<file path="config.mk">
export PLATFORM = sky130hd
export DESIGN_NAME = ple_cell
export DESIGN_NICKNAME = d
export VERILOG_FILES = /design/src/rtl/ple_pkg.sv /design/src/rtl/ple_cell.sv
export SDC_FILE = /design/constraint.sdc
export NUM_CORES = 1
export LEC_CHECK = 0
export ABC_AREA = 1
export BUFFER_PORTS_ARGS = -buffer_cell sky130_fd_sc_hd__buf_4
export CORE_MARGIN = 5
export CORE_UTILIZATION = 50
export CTS_CLUSTER_SIZE = 28
export DETAILED_ROUTE_END_ITERATION = 8
export GPL_TIMING_DRIVEN = 0
export PLACE_DENSITY = 0.84
export REMOVE_ABC_BUFFERS = 1
export SYNTH_ARGS = -nofsm -noshare
export SYNTH_HDL_FRONTEND = slang
export SYNTH_SLANG_ARGS = --single-unit
</file>
<file path="constraint.sdc">
create_clock -name clk -period 5.5 [get_ports clk]
set_input_delay 0 -clock clk [delete_from_list [all_inputs] [get_ports clk]]
set_output_delay 0 -clock clk [all_outputs]
set_load 0.005 [all_outputs]
</file>
<file path="src/rtl/ple_pkg.sv">
// shared definitions for the positional list engine
// command and status codes, cell control and sweep types; no dependencies
`default_nettype none

package ple_pkg;

    localparam int DEPTH_DEF = 64;

    localparam logic [2:0] FN_INSERT    = 3'd0;
    localparam logic [2:0] FN_REMOVE    = 3'd1;
    localparam logic [2:0] FN_FIND      = 3'd2;
    localparam logic [2:0] FN_READ      = 3'd3;
    localparam logic [2:0] FN_OVERWRITE = 3'd4;
    localparam logic [2:0] FN_SUM       = 3'd5;
    localparam logic [2:0] FN_APPEND    = 3'd6;
    localparam logic [2:0] FN_SORTED    = 3'd7;

    localparam logic [1:0] ST_OK       = 2'd0;
    localparam logic [1:0] ST_RANGE    = 2'd1;
    localparam logic [1:0] ST_FULL     = 2'd2;
    localparam logic [1:0] ST_NOTFOUND = 2'd3;

    typedef struct packed {
        logic shift_up;
        logic shift_down;
        logic write_en;
        logic find_mode;
    } cell_ctrl_t;

    typedef struct packed {
        logic [31:0] acc;
        logic [31:0] rd;
        logic        found;
    } sweep_t;

endpackage

`default_nettype wire

</file>
<file path="src/rtl/ple_cell.sv">
// one list cell: holds one entry, shifts with its neighbors, passes the sweep on
// depends on ple_pkg
`default_nettype none

module ple_cell #(
    parameter int DEPTH = ple_pkg::DEPTH_DEF,
    parameter int K = 0,
    localparam int AW = (DEPTH > 1) ? $clog2(DEPTH) : 1,
    localparam int CW = $clog2(DEPTH + 1)
) (
    input  logic                 clk,
    input  ple_pkg::cell_ctrl_t  ctrl,
    input  logic [AW-1:0]        pos,
    input  logic [CW-1:0]        count,
    input  logic [31:0]          value,
    input  logic [31:0]          left_entry,
    input  logic [31:0]          right_entry,
    output logic [31:0]          entry,
    input  ple_pkg::sweep_t      sweep_in,
    input  logic [AW-1:0]        hit_pos_in,
    output ple_pkg::sweep_t      sweep_out,
    output logic [AW-1:0]        hit_pos_out
);
    import ple_pkg::*;

    localparam logic [AW-1:0] KA = AW'(K);
    localparam logic [CW-1:0] KC = CW'(K);

    logic [31:0]   entry_reg;
    logic [31:0]   entry_next;
    sweep_t        sweep_reg;
    sweep_t        sweep_next;
    logic [AW-1:0] hit_pos_reg;
    logic [AW-1:0] hit_pos_next;
    logic          valid;
    logic          hit;

    assign valid = KC < count;
    assign hit   = valid & (ctrl.find_mode ? (entry_reg == value)
                                           : ($signed(value) <= $signed(entry_reg)));

    always_comb
    begin
        entry_next = entry_reg;
        if (ctrl.shift_up && KA > pos)
        begin
            entry_next = left_entry;
        end
        else if ((ctrl.shift_up || ctrl.write_en) && KA == pos)
        begin
            entry_next = value;
        end
        else if (ctrl.shift_down && KA >= pos)
        begin
            entry_next = right_entry;
        end
    end

    always_comb
    begin
        sweep_next.acc   = sweep_in.acc + (valid ? entry_reg : 32'd0);
        sweep_next.rd    = (KA == pos) ? entry_reg : sweep_in.rd;
        sweep_next.found = sweep_in.found | hit;
        hit_pos_next     = sweep_in.found ? hit_pos_in : KA;
    end

    always_ff @(posedge clk)
    begin
        entry_reg   <= entry_next;
        sweep_reg   <= sweep_next;
        hit_pos_reg <= hit_pos_next;
    end

    assign entry       = entry_reg;
    assign sweep_out   = sweep_reg;
    assign hit_pos_out = hit_pos_reg;

endmodule

`default_nettype wire

</file>
After elaboration in Yosys (flattened, before gate mapping)
Index checks and enable logic that the tools add are counted.
- $lt $le $gt $ge: 4
- bitwise operators: 2
- mux-type cells: 6
- reduce and logical (&&, ||, !) cells: 6
- divide/modulo/power cells: 0
- equal/unequal tests: 1
- multipliers: 0
- add/sub/neg operators: 1
- shift-type cells: 0
- operator list (cell ; count):
    2-to-1 mux 32 bit ; 5
    adder 32 bit ; 1
    == test 32 bit ; 1
    <= comparator 32 bit ; 1
    < comparator 1 x 7 -> 1 bit (first input constant) ; 1
    greater-or-equal comparator 1 x 6 -> 1 bit (first input constant) ; 1
    greater-than comparator 1 x 6 -> 1 bit (first input constant) ; 1
    zero test 6 bit ; 1
    logical AND 1 bit ; 3
    nonzero test 3 bit ; 1
    bitwise AND 1 bit ; 1
    logical OR 1 bit ; 1
    2-to-1 mux 1 bit ; 1
    bitwise OR 1 bit ; 1
- ROM bits: 0
- memories kept: 0
- output and inout bits: 103
- memory bits (writable): 0
- latch bits: 0
- bits in registers: 103

Logic depth before layout (Yosys ltp)
- depth after elaboration: 5
- mapped depth: 18
- mapped depth without buffers: 18

Worst setup path after synthesis
No wires, ideal clock.
- path kind: input to register
- start: input count[6]
- end: register sweep_reg, in the netlist sweep_out[57]
- data required time: 5.388 ns
- buffers on the path: 1
- library setup time: 0.112 ns
- data arrival time: 2.291 ns
- stages on the path: 18
- path slack: 3.097 ns
- cell sequence: nor4_1 -> nand2_1 -> inv_1 -> clkbuf_1 -> nor2_1 -> ha_1 -> fa_1 -> nand2_1 -> nor2_1 -> nor2_2 -> inv_1 -> nand3_1 -> nand3_2 -> a21o_1 -> nand3_1 -> nand2_1 -> nand2_1 -> nand2_1
- RTL lines (element ; RTL line ; source):
    from (decl) ; ple_cell.sv:14 ; input logic [CW-1:0] count,
    to (signal assigned) ; ple_cell.sv:70 ; sweep_reg <= sweep_next;
    to (decl) ; ple_cell.sv:31 ; sweep_t sweep_reg;

==> flow_summary.ini <==
[place]
port_buffers = 255
gp_congestion = 0.910
placedCellCount = 1122
place_area_sq_mm = 0.00818
dp_hpwl_um = 15100
place_ws_ps = 2290

[clock_tree]
htree_levels = 3
cts_buffers = 9
clock-root-buffer = clkbuf_16
clkSlewWorstSetupHoldPaths_ps = 70
clock-sinks = 103
insertion_delay_ps = 360
cts_resized = 0
clockBufferDepth = 2
tritoncts = yes

[worst_setup_path]
start_kind = primary input
worst_setup_path_end_kind = flop
reg2regPathDepth = 16
critPathBufInv = 3
max_stage_delay_ps = 740
cp_max_fo = 31
rr_endpoint = sweep_out[0]
endpoint = sweep_out[57]
reg2reg_from = entry[15]
critical_path_class = in -> reg
crit_family = simple AND/OR/NAND/NOR gates
worstPathRequired_ps = 5750
cp_slowest_cell = inv_1
worstPathCellList = buf_4, nor3_1, nand2_1, inv_1, nor2_1, ha_1, fa_1, nand2_1, nor2_1, nor2_2, inv_1, nand3_1, nand3_2, a21o_1, nand3_1, nand2_1, nand2_1, nand2_1
arrival_ps = 3240
path_common_cell = nand2_1
rrSetupSlack_ps = 2890
startpoint = count[2]
worst-path-stages = 18

[final_layout]
area_growth_pct = 58.7
mostFrequentLayoutCells = buf_4, nand2_1, dlygate4sd3_1, inv_1, nor2_1
n_antenna_cell = 0
fin_cells = 1250
largest_register_ffs = 65
fin_nets = 1347
design_area_sq_mm = 0.00959
layout_commonest_cell = buf_4
drive_gt1_share_pct = 29.8
utilization_pct = 80.5

[timing]
hold_slack_ps = 53.0
tightest_slew_ps = 972
hold_viol = 0
layout_setup_ws_ps = 2510
finalSetupTns_ps = 0
finClkSkew_ps = 14.0
fin_crit_sh_pct = 54.4
max_freq_ghz = 0.334
maxSlewHeadroom_pct = 35.2
rsz0062_at_grt = false
setup_viol = 0
period_minus_slack_ps = 2990
slew_violations = 0

[synth]
synth_cells = 730
synth-seq-area-share_pct = 39.4
yosysWarnings = 0
ys_ff_latch = 103
avgSynthCellArea_sq_um = 8.28
synthesis.area_sq_mm = 0.00604
synth.largest_area_cell = dfxtp_1
ys_types = 38
synth_area_leaders = dfxtp_1, edfxtp_1, ha_1, nand2_1, mux2_2
synth_top_area_share_pct = 23.5

[power_and_ir_drop]
ir_drop_mv = 0.136
power.density_mw_per_mm2 = 207
p_leak_nw = 4.78
totalPowerFinal_mw = 1.98

[die]
pin_count = 288
die_area_sq_mm = 0.0144
die_w_um = 120
coreArea_sq_mm = 0.0119
rows = 40
dieHeight_um = 120
start_util_pct = 50.7

[detailed_routing]
drt_iter0_markers = 487
viasPerCell = 5.58
drc_errors = 0
ant_nets = 0
drt_first_pass_iters = 5
vias = 6980
wire_per_inst_um = 19.1
wl_um = 23800

[global_routing]
grt_first_pass_wirelength_um = 37200
grt_use_total_pct = 33.1
gr-total-overflow = 0
antenna_found_initial = 0
grt_pass1_vias = 7450
grt_max_degree = 43

[hold_path]
hp-class = in -> reg

[flow_run]
drv_cap = 0

[run_status]
outcome = completed
-- worst register-to-register path, delay by kind of cell, from the launching register on --
| family | cells | cell delay (ps) |
|---|---|---|
| buffers and inverters | 3 | 720 |
| DFF | 1 | 370 |
| and+or+nand+nor | 12 | 1070 |
| adders and majority gates | 1 | 340 |
-- synthesized netlist by cell type --
cell type,number
a21oi_1,53
nand2_2,2
nand2_1,153
nand4_1,8
nor3_1,3
nor2_2,1
o21a_4,1
nor2_1,76
clkbuf_1,8
xnor2_1,6
buf_2,3
o21bai_1,4
mux2_2,31
ha_1,63
fa_1,1
o21ai_1,5
a21boi_2,1
o211ai_2,1
nor3_2,1
edfxtp_1,32
buf_1,2
a31oi_1,2
nand3_1,22
a21boi_1,2
o21ai_4,1
o21a_1,6
dfxtp_1,71
inv_2,4
a21o_1,3
o21ai_2,5
a21oi_2,2
inv_1,83
nor4_2,1
o211ai_1,2
nand3_2,4
o21ai_0,47
xor2_1,19
nor4_1,1
-- cell families after synthesis --
logic type / after synthesis / share of synthesized area (%)
AOI/OAI and AO/OA: 135 / 12.9
muxes: 31 / 5.78
and+or+nand+nor: 272 / 18.6
buffers and inverters: 100 / 6.27
xor gates and xnor gates: 25 / 3.62
DFF: 103 / 39.4
adders and majority gates: 64 / 13.4
-- how the worst min path moves through the flow --
stage	startpoint	end	cells after the start
2_1_floorplan	sweep_in[0]	sweep_out[0]	2
3_3_place_gp	hit_pos_in[3]	hit_pos_out[3]	3
3_5_place_dp	hit_pos_in[1]	hit_pos_out[1]	3
4_1_cts	value[0]	entry[0]	3
5_1_grt	sweep_in[63]	sweep_out[63]	3
6_report	sweep_in[48]	sweep_out[48]	3
-- power by group --
part / internal (mW) / switching, mW / leakage, nW / total (mW)
Combinational: 0.275 / 0.221 / 3.74 / 0.496
Clock: 0.347 / 0.287 / 0.148 / 0.634
Sequential: 0.838 / 0.0161 / 0.887 / 0.854
Total: 1.46 / 0.524 / 4.78 / 1.98
-- cell type report --
type                    instances  area (sq um)
clock inverters                 4          27.5
fillers                       695          2320
repair buffers                370          3110
multi-input cells             527          3290
flip-flops and latches        103          2380
clock buffers                  12           268
inverters                      87           327
well taps                     147           184
-- timing repair --
action / in CTS / in global routing
buffers inserted: 0 / 0
setup endpoints to repair: 0 / 0
hold buffers: 112 / 0
endpoints found under the hold margin: 74 / 0
-- per-layer routing --
metal | part of all wire, % | track usage (%) | up-vias | wire length (um)
met5 | 0 | 0 | - | 0
met4 | 7.8 | 24.3 | 0 | 1850
met1 | 34 | 35.1 | 3212 | 8190
li1 | - | - | 3168 | -
met2 | 49 | 57.1 | 468 | 11800
met3 | 8.5 | 7.92 | 132 | 2040
Note: power is estimated with default switching activity, not from simulation.
